[config.mk]
export PLATFORM = sky130hd
export DESIGN_NAME = mse_ram
export DESIGN_NICKNAME = d
export VERILOG_FILES = /design/src/hw/rtl/mse_ram.sv
export SDC_FILE = /design/constraint.sdc
export NUM_CORES = 1
export LEC_CHECK = 0
export BUFFER_PORTS_ARGS = -buffer_cell sky130_fd_sc_hd__buf_2
export CAP_MARGIN = 25
export CORE_MARGIN = 3
export CORE_UTILIZATION = 50
export DETAILED_ROUTE_END_ITERATION = 6
export PLACE_DENSITY = 0.71
export SLEW_MARGIN = 20
export SYNTH_ARGS = -nofsm -noshare
export SYNTH_HDL_FRONTEND = slang
export SYNTH_SLANG_ARGS = --single-unit
[constraint.sdc]
create_clock -name clock -period 2.8 [get_ports clock]
set_input_delay 0.56 -clock clock [delete_from_list [all_inputs] [get_ports clock]]
set_output_delay 0.56 -clock clock [all_outputs]
set_load 0.01 [all_outputs]
[src/hw/rtl/mse_ram.sv]
// ----------------------------------------------------------------------------
// mse_ram
// Generic single-clock RAM, one write port and one read port, registered read.
// ----------------------------------------------------------------------------
module mse_ram #(
   parameter int WIDTH = 32,
   parameter int DEPTH = 32
) (
   input  logic                     clock,
   input  logic                     wr_en,
   input  logic [$clog2(DEPTH)-1:0] wr_addr,
   input  logic [WIDTH-1:0]         wr_data,
   input  logic [$clog2(DEPTH)-1:0] rd_addr,
   output logic [WIDTH-1:0]         rd_data
);

   logic [WIDTH-1:0] store_ff [DEPTH];
   logic [WIDTH-1:0] rd_data_ff;

   always_ff @(posedge clock) begin
      if (wr_en) begin
         store_ff[wr_addr] <= wr_data;
      end
      rd_data_ff <= store_ff[rd_addr];
   end

   assign rd_data = rd_data_ff;

endmodule

==> impl_metrics.ini <==
[pwr]
power.density_nw_per_um2 = 710
power_switching_mw = 6.90
vdd_drop_max_v = 0.000471
p_seq_frac = 0.537
combPwrFrac = 0.053
p_int_mw = 26.0
p_leak_nw = 16.2
p_clk_frac = 0.411
switching_share = 0.210

[cts]
clockBufferDepth = 3
post_cts.repair.setup_buffers = 0
cts_tree = yes
cts-root-buf = clkbuf_16
cts_hold_buf = 0
insertion_delay_ns = 0.66
cts_buffers = 101
clock-sinks = 1056
htreeDepth = 3
clk_pin_slew_ns = 0.06
cts_resized = 0

[job]
max_cap_violations = 0

[drt]
drtIter0Drc = 2213
drcViolationCount = 0
first_pass_iters = 5
drt-total-wl_um = 98500
wire_per_inst_um = 27.7
final_antenna_net_count = 0
post_drt_via_cell_ratio = 6.04
route.vias.total = 21500

[timing]
relSlewSlack = 0.434
fmax_mhz = 521
tightestPinTransition_ns = 0.849
rsz0062_at_grt = false
period_needed_ns = 1.92
finalSetupViolations = 0
drv_slew = 0
final.setup.tns_ns = 0
clock_skew_ns = 0.0225
hold_viol = 0
whs_ns = 0.401
fin_crit_sh = 0.686

[finish]
fillers = 5778
fin_nets = 2465
layout-drive-gt1-share = 0.149
area_delta_synth_final_pct = 14.6

[setup_path]
cp_slowest_cell = dfxtp_1
worstPathMaxFanout = 1
path_buf_inv = 1
path_cells = buf_2
cp-end-kind = primary output
worstSetupPathType = flip-flop to primary output
crit_family = flip-flops
critPathLaunchType = flip-flop
critPathArrivalTime_ns = 1.36
worstPathRequired_ns = 2.24
critPathMaxStageDelay_ns = 0.50

[yosys]
ys_warn_count = 0
synthFlopType = edfxtp_1
syn_inst = 2260
ys_seq_area_frac = 0.775
async_flop_share = 0
synthesis.nets = 2304
avgSynthCellArea_um2 = 17.9
syn_area_um2 = 40500
synth_edf_count = 1024
ys_ff_latch = 1056
yosysUniqueCellTypes = 25

[placement]
dpl.hpwl_um = 54900
place.gp.congestion = 0.782
port_buffers = 75

[floorplan]
rows = 103
coreArea_um2 = 79600
ios = 76
die_area_um2 = 84400
die_h_um = 291
start_util = 0.508
die_w_um = 291

[global_route]
grt_pass1_vias = 21900
antenna_found_initial = 6
grt_max_degree = 59
grt_usage = 0.230
grt_pass1_wl_um = 145000
overflow = 0

[worst_hold_path]
hold_class = primary input to flip-flop

[outcome]
outcome = complete, no violations
==> logic make-up (layout without fill, tap and decap cells) <==
| logic type | after synthesis | in the layout | share of synthesized area |
|---|---|---|---|
| AO/OA/AOI/OAI | 288 | 288 | 0.0485 |
| buffers and inverters | 127 | 370 | 0.0186 |
| flip-flops | 1056 | 1056 | 0.775 |
| multiplexers | 512 | 512 | 0.127 |
| other | 0 | 2 | 0 |
| AND/OR/NAND/NOR | 277 | 277 | 0.0310 |
==> layout make-up <==
cell class	instances	area [µm²]	share of cell area
Clock buffer	122	2660	0.0573
Clock inverter	63	642	0.0138
Multi-Input combinational cell	1077	8610	0.186
Tap cell	1050	1310	0.0283
Sequential cell	1056	31400	0.677
Timing Repair Buffer	185	1760	0.0380
Antenna cell	2	5.00	0.000108
==> registers in the layout, summed over array words and instances (netlist names) <==
signal    cells
store_ff   1024
rd_data      32
==> power groups by stage <==
stage          logic (mW)  clock network (mW)  registers [mW]
4_1_cts              1.74                13.7            17.7
3_5_place_dp         1.73                   0            18.0
6_report             1.74                13.5            17.7
2_1_floorplan       0.909                   0            18.0
3_3_place_gp         1.69                   0            18.0
5_1_grt              1.85                14.4            17.7
==> placed cells by master, fill, tap and decap left out, types with 2 or more instances in the layout <==
master,count
buf_12,44
nand3b_1,5
nand2_1,98
or3b_2,3
clkinvlp_4,2
nor2_4,33
nor3_1,32
a21oi_1,96
clkinv_2,21
nand2b_2,2
buf_2,74
clkinv_1,21
nand3_1,98
a22o_1,64
buf_4,66
clkbuf_1,17
dfxtp_1,32
a31oi_1,32
diode_2,2
clkbuf_8,3
clkbuf_16,102
mux2i_1,512
bufinv_16,12
a22oi_1,96
edfxtp_1,1024
inv_6,3
==> metal layers <==
| layer | wire (µm) | up-vias | global-route usage |
|---|---|---|---|
| met1 | 39500 | 11100 | 0.310 |
| met2 | 49300 | 903 | 0.390 |
| met5 | 13 | - | 0 |
| li1 | - | 9334 | - |
| met3 | 6980 | 169 | 0.0339 |
| met4 | 2690 | 2 | 0.0740 |
==> Yosys cell counts (2+ instances only) <==
| cell type | count | area (µm²) |
|---|---|---|
| clkbuf_4 | 2 | 15.0 |
| a21oi_1 | 96 | 480 |
| buf_4 | 33 | 248 |
| clkbuf_1 | 46 | 173 |
| a31oi_1 | 32 | 200 |
| dfxtp_1 | 32 | 641 |
| mux2i_1 | 512 | 5120 |
| a22o_1 | 64 | 561 |
| nand2_1 | 98 | 368 |
| buf_2 | 26 | 130 |
| buf_6 | 15 | 169 |
| nor2_1 | 34 | 128 |
| buf_1 | 5 | 18.8 |
| nand3_1 | 98 | 490 |
| a22oi_1 | 96 | 721 |
| edfxtp_1 | 1024 | 30700 |
| or3b_2 | 3 | 26.3 |
| nand2b_1 | 2 | 12.5 |
| nor3_1 | 32 | 160 |
| nand3b_1 | 5 | 37.5 |
==> stage by stage <==
| stage | util | cells | total power, mW | cell area [µm²] | worst slack (ns) |
|---|---|---|---|---|---|
| 3_5_place_dp | 0.541 | 3368 | 19.7 | 43100 | 0.359 |
| 3_3_place_gp | 0.541 | 3368 | 19.7 | 43100 | 0.377 |
| 4_1_cts | 0.582 | 3553 | 33.1 | 46400 | 0.820 |
| 2_1_floorplan | - | 2260 | 18.9 | 40500 | -0.194 |
| 5_1_grt | 0.582 | 3554 | 33.9 | 46400 | 0.836 |
| 6_report | 0.582 | 3555 | 32.9 | 46400 | 0.880 |
==> path summary, 6_finish.rpt <==
path / startpoint / end / slack (ns) / cells past startpoint
setup / recovery: rd_data[3] / rd_data[3] / 0.88 / 1
hold / removal: wr_data[0] / store_ff[20][0] / 0.40 / 1
setup reg to reg: store_ff[1][6] / rd_data[6] / 1.23 / 5
hold reg to reg: store_ff[10][27] / rd_data[27] / 0.60 / 4
(Power assumes the default switching activity.)
